[src/rtl/core/pida_pkg.sv]
`timescale 1ns / 1ps
// ----------------------------------------------------------------------------
// pida_pkg
// Shared constants, codes and controller/datapath link types for the
// process identifier allocator.
// ----------------------------------------------------------------------------
package pida_pkg;

    localparam int POOL_SIZE_DEF = 8192;
    localparam int WORD_W        = 64;
    localparam int BIT_W         = 6;
    localparam int ID_W          = 16;
    localparam int COUNT_W       = 14;

    localparam logic [ID_W-1:0]    BASE_ID_RST    = 16'd300;
    localparam logic [COUNT_W-1:0] POOL_COUNT_RST = 14'd4701;

    localparam logic ACT_ALLOC   = 1'b0;
    localparam logic ACT_RELEASE = 1'b1;

    localparam logic CFG_BASE_ID    = 1'b0;
    localparam logic CFG_POOL_COUNT = 1'b1;

    typedef enum logic [1:0] {
        ST_OK          = 2'd0,
        ST_EXHAUSTED   = 2'd1,
        ST_BAD_RELEASE = 2'd2
    } t_status;

    typedef struct packed {
        logic in_ready;
        logic clear_step;
        logic scan_next;
        logic commit;
    } t_cmd;

    typedef struct packed {
        logic accepted;
        logic clear_last;
        logic done;
        logic out_free;
    } t_stat;

endpackage

[src/rtl/core/pida_ctrl.sv]
`timescale 1ns / 1ps
// ----------------------------------------------------------------------------
// pida_ctrl
// Sequencer for the allocator: clearing pass after reset, request intake,
// word-by-word bitmap scan and result commit.
// ----------------------------------------------------------------------------
module pida_ctrl (
    input  logic            i_clk,
    input  logic            i_rst_n,
    input  pida_pkg::t_stat i_stat,
    output pida_pkg::t_cmd  o_cmd
);

    typedef enum logic [1:0] {
        S_CLEAR,
        S_IDLE,
        S_EVAL
    } t_state;

    t_state r_state;
    t_state n_state;

    always_comb begin
        n_state          = r_state;
        o_cmd            = '0;
        case (r_state)
            S_CLEAR: begin
                o_cmd.clear_step = 1'b1;
                if (i_stat.clear_last) begin
                    n_state = S_IDLE;
                end
            end
            S_IDLE: begin
                o_cmd.in_ready = 1'b1;
                if (i_stat.accepted) begin
                    n_state = S_EVAL;
                end
            end
            S_EVAL: begin
                if (i_stat.done) begin
                    if (i_stat.out_free) begin
                        o_cmd.commit = 1'b1;
                        n_state      = S_IDLE;
                    end
                end else begin
                    o_cmd.scan_next = 1'b1;
                end
            end
            default: begin
                n_state = S_IDLE;
            end
        endcase
    end

    always_ff @(posedge i_clk) begin
        if (!i_rst_n) begin
            r_state <= S_CLEAR;
        end else begin
            r_state <= n_state;
        end
    end

endmodule

[config.mk]
export PLATFORM = sky130hd
export DESIGN_NAME = pida_ctrl
export DESIGN_NICKNAME = d
export VERILOG_FILES = /design/src/rtl/core/pida_pkg.sv /design/src/rtl/core/pida_ctrl.sv
export SDC_FILE = /design/constraint.sdc
export NUM_CORES = 1
export LEC_CHECK = 0
export ABC_AREA = 1
export CAP_MARGIN = 5
export CORE_AREA = 2 2 39 41
export DETAILED_ROUTE_END_ITERATION = 12
export DIE_AREA = 0 0 41 43
export DONT_BUFFER_PORTS = 1
export REMOVE_ABC_BUFFERS = 1
export SLEW_MARGIN = 30
export SYNTH_ARGS = -nofsm -noshare
export SYNTH_HDL_FRONTEND = slang
export SYNTH_SLANG_ARGS = --single-unit
[constraint.sdc]
create_clock -name i_clk -period 1 [get_ports i_clk]
set_clock_uncertainty 0.1 [all_clocks]
set_input_delay 0.05 -clock i_clk [delete_from_list [all_inputs] [get_ports i_clk]]
set_output_delay 0.05 -clock i_clk [all_outputs]
set_load 0.03 [all_outputs]
# After elaboration in Yosys (flattened, before gate mapping)

Cells that the tools add are included.

Output and inout port bits: 4
Bits of input ports: 6
Word-level logic and storage cells: 20
Register bits: 2

Muxes and demuxes: 11
Reductions and logical operators: 2
Equal/unequal tests: 6

Operators with widths:

| kind               | count |
|---|---|
| $mux 2             | 5 |
| $ne 2x2->1 const B | 4 |
| $pmux 2 s3         | 1 |
| $mux 1             | 5 |
| $reduce_and 4->1   | 1 |
| $eq 2x1->1 const B | 1 |
| $eq 2x2->1 const B | 1 |
| $logic_not 2->1    | 1 |

# Logic depth before layout (Yosys ltp)

Gate-level depths: netlist of run 1.

Depth after elaboration: 3
Gate-level depth with buffers: 5
Gate-level depth less buffers: 5

# Worst setup path before layout of run 1

OpenSTA, ideal clock, no wires.

Path type: reg-to-reg
Start point: register r_state[1]
End point: register r_state[0]
Slack: -254 ps
Setup time: 117 ps
Stages on the path, launching flop included: 5
Period minus slack after synthesis: 1254 ps
Path buffers: 0
Arrival: 1037 ps
Data required time: 783 ps
Cell sequence: dfxtp_1 -> nor2_1 -> nand2_2 -> nand3_2 -> a21oi_2

Cells in the longest elaborated chain, start to end: 3
Elaborated cells between the ends (all ways): 9
Classes of those cells: 6 x eq/ne; 1 x mux; 2 x reduce/logical

Ends and longest elaborated chain:

| element                                  | RTL line        | RTL |
|---|---|---|
| start, declared                          | pida_ctrl.sv:20 | `t_state r_state;` |
| start signal, assigned                   | pida_ctrl.sv:59 | `r_state <= n_state;` |
| $eq 2x1->1, or another cell as far along | pida_ctrl.sv:26 | `case (r_state)` |
| $ne 2x2->1 (no source line)              | -               |  |
| $reduce_and 4->1 (no source line)        | -               |  |

Parallel ways exist; a longest one is shown, timed or not.
A chain may end at the register's enable or synchronous reset.

==> results.sh, run 1 <==
export IMPL_cts_sink_count=2
export IMPL_finalSetupViolations=5
export IMPL_vdd_ir_drop_worst_uv=378
export IMPL_hold_viol=0
export IMPL_synthDistinctLibCells=12
export IMPL_tns_ps=-213
export IMPL_reg_top3="r_state x2"
export IMPL_cts_tree="done"
export IMPL_gr_usage_met1_pct=3.18
export IMPL_reg2reg_depth=5
export IMPL_core_area_um2=1380
export IMPL_report_final_slew_viol_count=0
export IMPL_grtUsageTotal_pct=4.70
export IMPL_die_w_um=41
export IMPL_grt_pass1_vias=136
export IMPL_cts_made_buffers=3
export IMPL_post_synth_cell_area_avg_um2=6.85
export IMPL_max_slew_margin_rel_pct=91.1
export IMPL_final_area_um2=284
export IMPL_p_leak_nw=0.123
export IMPL_violations="negative setup slack"
export IMPL_path_max_fanout=3
export IMPL_r2r_slack_ps=-10
export IMPL_p_per_area_nw_per_um2=1550
export IMPL_crit_end="o_cmd[0]"
export IMPL_syn2layout_area_growth_pct=97.4
export IMPL_diodes=0
export IMPL_crit_chain="inv_2 > nand2_2 > nor2_2 > buf_6"
export IMPL_critPathLaunch="r_state[0]$_SDFFE_PN0P_"
export IMPL_io_pins=10
export IMPL_clockBufferDepth=2
export IMPL_layout_drive_gt1_share_pct=68.8
export IMPL_routed_wl_um=362
export IMPL_largest_register="r_state"
export IMPL_die_area_um2=1760
export IMPL_gr_usage_met3_pct=6.28
export IMPL_route_detailed_drc=0
export IMPL_grt_pass1_wl_um=455
export IMPL_drtIter0Drc=2
export IMPL_die_h_um=43
export IMPL_syn_inst=21
export IMPL_initial_utilization_pct=10.4
export IMPL_fmax_mhz=923
export IMPL_place_area_um2=186
export IMPL_synth_warnings=0
export IMPL_top_usage_layer="met3"
export IMPL_grt_ovfl_total=0
export IMPL_timing_rr_end="r_state[0]$_SDFFE_PN0P_"
export IMPL_finalNetCount=40
export IMPL_cp_end_kind="output pin"
export IMPL_seq_area_frac_synth_pct=27.8
export IMPL_finalCritPeriodShare_pct=108
export IMPL_arrival_ps=930
export IMPL_gp_congestion=0.573
export IMPL_htree_levels=1
export IMPL_viasPerCell=3.38
export IMPL_antenna_found_initial=0
export IMPL_cp_start_kind="flop"
export IMPL_drt_wirelength_per_cell_um=7.54
export IMPL_tightest_slew_ps=133
export IMPL_cts_root_buf="clkbuf_4"
export IMPL_grt_max_degree=6
export IMPL_place_ws_ps=53.6
export IMPL_io_buffers=0
export IMPL_min_period_ps=1080
export IMPL_gr_usage_met2_pct=5.94
export IMPL_setup_ws_ps=-83.7
export IMPL_rsz0062_at_grt="yes"
export IMPL_insertion_delay_ps=220
export IMPL_dr_pass1_iters=2
export IMPL_critPathKind="reg2out"
export IMPL_final_antenna_net_count=0
export IMPL_cpPeakStageDelay_ps=320
export IMPL_largest_reg_flops=2
export IMPL_fin_hold_ws_ps=10.1
export IMPL_cpMaxStageDelayCell="dfxtp_2"
export IMPL_maxCapViolCount=0
export IMPL_std_cell_rows=14
export IMPL_path_clk_slew_ps=30
export IMPL_min_path_type="in2reg"
export IMPL_layout_common_cells="4 x nor2_2, 4 x dlygate4sd3_1, 4 x buf_6"
export IMPL_syn_cell_area_um2=144
export IMPL_synth_seq_cells=2
export IMPL_timing_rr_start="r_state[0]$_SDFFE_PN0P_"
export IMPL_status="finished, violations left"
export IMPL_vias=162
export IMPL_cp_required_ps=850
-- timing repair --
action	4_1_cts	5_1_grt
endpoints found under the hold margin	2	0
gates resized for setup	5	6
buffers inserted	1	0
cloned	0	0
pin swaps	2	2
endpoints found under the setup margin	4	5
hold buffers	4	0
-- metrics by stage --
| stage | std cells | total power [mW] | utilization, % |
|---|---|---|---|
| floorplan | 20 | 0.187 | - |
| global route | 48 | 0.483 | 20.5 |
| CTS | 48 | 0.440 | 19.2 |
| detailed placement | 40 | 0.220 | 13.5 |
| finish | 48 | 0.440 | 20.5 |
| global placement | 40 | 0.219 | 13.5 |
-- worst min path at each step --
stage | depth (start not counted) | endpoint | slack [ps] | start
after global placement | 2 | r_state[0]$_SDFFE_PN0P_ | 90 | i_rst_n
after detailed placement | 2 | r_state[0]$_SDFFE_PN0P_ | 90 | i_rst_n
after floorplan | 2 | r_state[0]$_SDFFE_PN0P_ | 90 | i_rst_n
after CTS | 4 | r_state[0]$_SDFFE_PN0P_ | 8 | i_stat[3]
final | 4 | r_state[0]$_SDFFE_PN0P_ | 10 | i_stat[3]
after global routing | 4 | r_state[0]$_SDFFE_PN0P_ | 40 | i_stat[3]
-- final cells by class --
class / instances / area (um2)
Sequential cell: 2 / 42.5
Multi-Input combinational cell: 14 / 91.3
Tap cell: 16 / 20.0
Timing Repair Buffer: 9 / 92.6
Clock buffer: 3 / 22.5
Inverter: 4 / 15.0
Fill cell: 155 / 1100
-- cell families after synthesis --
| family | share of synthesized area, % |
|---|---|
| simple gates | 42.6 |
| flops | 27.8 |
| compound gates | 13.9 |
| buf+inv | 15.7 |
-- layer usage --
layer  vias up  wire length (um)
met5         -                 0
met4         0                 0
met3         0                29
met2         6               165
met1        70               167
li1         86                 -
-- cells in the mapped netlist --
cell	count	area share, %
inv_1	3	7.8
nand2_1	3	7.8
nor2_1	3	7.8
dfxtp_1	2	28
nand2_2	2	8.7
nand3_1	2	7.0
a21boi_2	1	7.8
a21oi_2	1	6.1
buf_4	1	5.2
inv_2	1	2.6
nand3_2	1	7.0
nor2_2	1	4.4
-- where the power goes --
part | internal (mW) | switching (mW) | total, mW
clock | 0.132 | 0.0440 | 0.176
combinational | 0.0736 | 0.0857 | 0.159
sequential | 0.0922 | 0.0122 | 0.104
-- worst max-delay path: cells and delay by family (launching register included) --
family / cells / cell delay [ps]
simple gates: 2 / 180
flops: 1 / 320
buf+inv: 2 / 220
Power figures use the tool's default switching activity.
==> inputs of run 2 (changes only) <==
Settings changed: CELL_PAD_IN_SITES_DETAIL_PLACEMENT set to 1, CELL_PAD_IN_SITES_GLOBAL_PLACEMENT set to 1, PLACE_DENSITY_LB_ADDON set to 0.1.
==> run 2 against run 1 <==
  * The flow finishes with violations (negative hold slack, negative setup slack)
  * Hold slack worse by 27 ps
  * Die area stayed put
  * Setup slack better by 9.8 ps
  * Cell area is 0.44% lower
==> results.sh, run 2 (same netlist as run 1, synthesis figures left out) <==
export IMPL_status="finished, violations left"
export IMPL_violations="negative hold slack, negative setup slack"
export IMPL_finalNetCount=39
export IMPL_die_h_um=43
export IMPL_syn2layout_area_growth_pct=96.5
export IMPL_clockBufferDepth=2
export IMPL_p_leak_nw=0.121
export IMPL_report_final_slew_viol_count=0
export IMPL_critPathLaunch="r_state[0]$_SDFFE_PN0P_"
export IMPL_reg_top3="r_state x2"
export IMPL_fmax_mhz=931
export IMPL_viasPerCell=3.60
export IMPL_min_path_type="in2reg"
export IMPL_stdcell_count=47
export IMPL_drt_wirelength_per_cell_um=8.19
export IMPL_cts_made_buffers=3
export IMPL_min_period_ps=1070
export IMPL_vias=169
export IMPL_crit_end="o_cmd[0]"
export IMPL_fin_hold_ws_ps=-16.6
export IMPL_tns_ps=-240
export IMPL_cp_start_kind="flop"
export IMPL_cts_tree="done"
export IMPL_path_max_fanout=3
export IMPL_place_ws_ps=33.4
export IMPL_p_per_area_nw_per_um2=1560
export IMPL_critPathKind="reg2out"
export IMPL_largest_reg_flops=2
export IMPL_timing_rr_start="r_state[0]$_SDFFE_PN0P_"
export IMPL_io_buffers=0
export IMPL_core_area_um2=1380
export IMPL_finalCritPeriodShare_pct=107
export IMPL_layout_drive_gt1_share_pct=67.7
export IMPL_insertion_delay_ps=220
export IMPL_gp_congestion=0.590
export IMPL_grt_ovfl_total=0
export IMPL_htree_levels=1
export IMPL_grtUsageTotal_pct=5.51
export IMPL_dp_hpwl_um=296
export IMPL_finish_utilization_pct=20.4
export IMPL_route_detailed_drc=0
export IMPL_finalSetupViolations=4
export IMPL_die_area_um2=1760
export IMPL_vdd_ir_drop_worst_uv=340
export IMPL_die_w_um=41
export IMPL_rsz0062_at_grt="yes"
export IMPL_setup_ws_ps=-73.9
export IMPL_final_antenna_net_count=0
export IMPL_diodes=0
export IMPL_maxCapViolCount=0
export IMPL_cts_root_buf="clkbuf_4"
export IMPL_r2r_slack_ps=30
export IMPL_cp_end_kind="output pin"
export IMPL_hold_viol=1
export IMPL_routed_wl_um=385
export IMPL_placedCellCount=40
export IMPL_cp_required_ps=850
export IMPL_arrival_ps=920
export IMPL_path_clk_slew_ps=30
export IMPL_antenna_found_initial=0
export IMPL_initial_utilization_pct=10.4
export IMPL_tightest_slew_ps=155
export IMPL_io_pins=10
export IMPL_max_slew_margin_rel_pct=89.6
export IMPL_fill_cells=167
export IMPL_std_cell_rows=14
export IMPL_largest_register="r_state"
export IMPL_grt_pass1_vias=177
export IMPL_grt_pass1_wl_um=593
export IMPL_layout_common_cells="3 x nand2_2, 3 x clkbuf_4, 3 x dlygate4sd3_1, 3 x buf_6"
export IMPL_reg2reg_depth=5
export IMPL_timing_rr_end="r_state[0]$_SDFFE_PN0P_"
export IMPL_dr_pass1_iters=2
export IMPL_cts_sink_count=2
export IMPL_drtIter0Drc=1
export IMPL_grt_max_degree=6
[run 2: changes by cell type in the layout (fill, tap and decap cells not counted), sizes merged]
| cell | previous run | this run |
|---|---|---|
| dlygate4sd3 | 4 | 3 |
[run 2: stage by stage]
stage	cell area, um2	hold slack, ps	power, mW
after CTS	255	2.81	0.443
after global placement	186	103	0.223
after detailed placement	186	106	0.223
after global routing	283	4.30	0.478
final	283	-16.6	0.442
after floorplan	136	86.1	0.187
[run 2: repair_timing]
| action | CTS | global route |
|---|---|---|
| endpoints found under the setup margin | 4 | 6 |
| resized for setup | 5 | 7 |
| buffers inserted | 1 | 0 |
| pin swaps | 0 | 2 |
| hold buffers | 3 | 0 |
| cloned | 0 | 0 |
| endpoints found under the hold margin | 2 | 0 |
[run 2: worst max-delay path, cell delays in order (launching register included)]
cell     delay (ps)
dfxtp_2         330
inv_4            70
nand2_2          60
nor2_1           90
buf_4           160
[run 2: layout make-up]
cell class | instances | area [um2] | share of cell area (%)
flip-flops and latches | 2 | 45.0 | 15.9
repair buffers | 8 | 78.8 | 27.9
clock buffers | 3 | 22.5 | 7.96
inverters | 4 | 17.5 | 6.19
well taps | 16 | 20.0 | 7.08
multi-input cells | 14 | 98.8 | 35.0
[run 2: routing by layer]
metal	track usage [%]	wire length [um]
met5	0	0
met4	6.00	0
met3	3.14	37
met2	7.19	195
met1	5.41	152
[run 2: power by group]
part	internal, mW	total (mW)	switching (mW)
Combinational	0.0710	0.161	0.0902
Sequential	0.0913	0.105	0.0140
Clock	0.132	0.176	0.0435
[run 2: worst min path at each step]
stage / startpoint / end / depth (start not counted)
2_1_floorplan: i_rst_n / r_state[0]$_SDFFE_PN0P_ / 2
3_5_place_dp: i_rst_n / r_state[0]$_SDFFE_PN0P_ / 2
6_report: i_stat[0] / r_state[1]$_SDFFE_PN0P_ / 3
5_1_grt: i_stat[0] / r_state[1]$_SDFFE_PN0P_ / 3
3_3_place_gp: i_rst_n / r_state[0]$_SDFFE_PN0P_ / 2
4_1_cts: i_stat[3] / r_state[0]$_SDFFE_PN0P_ / 4
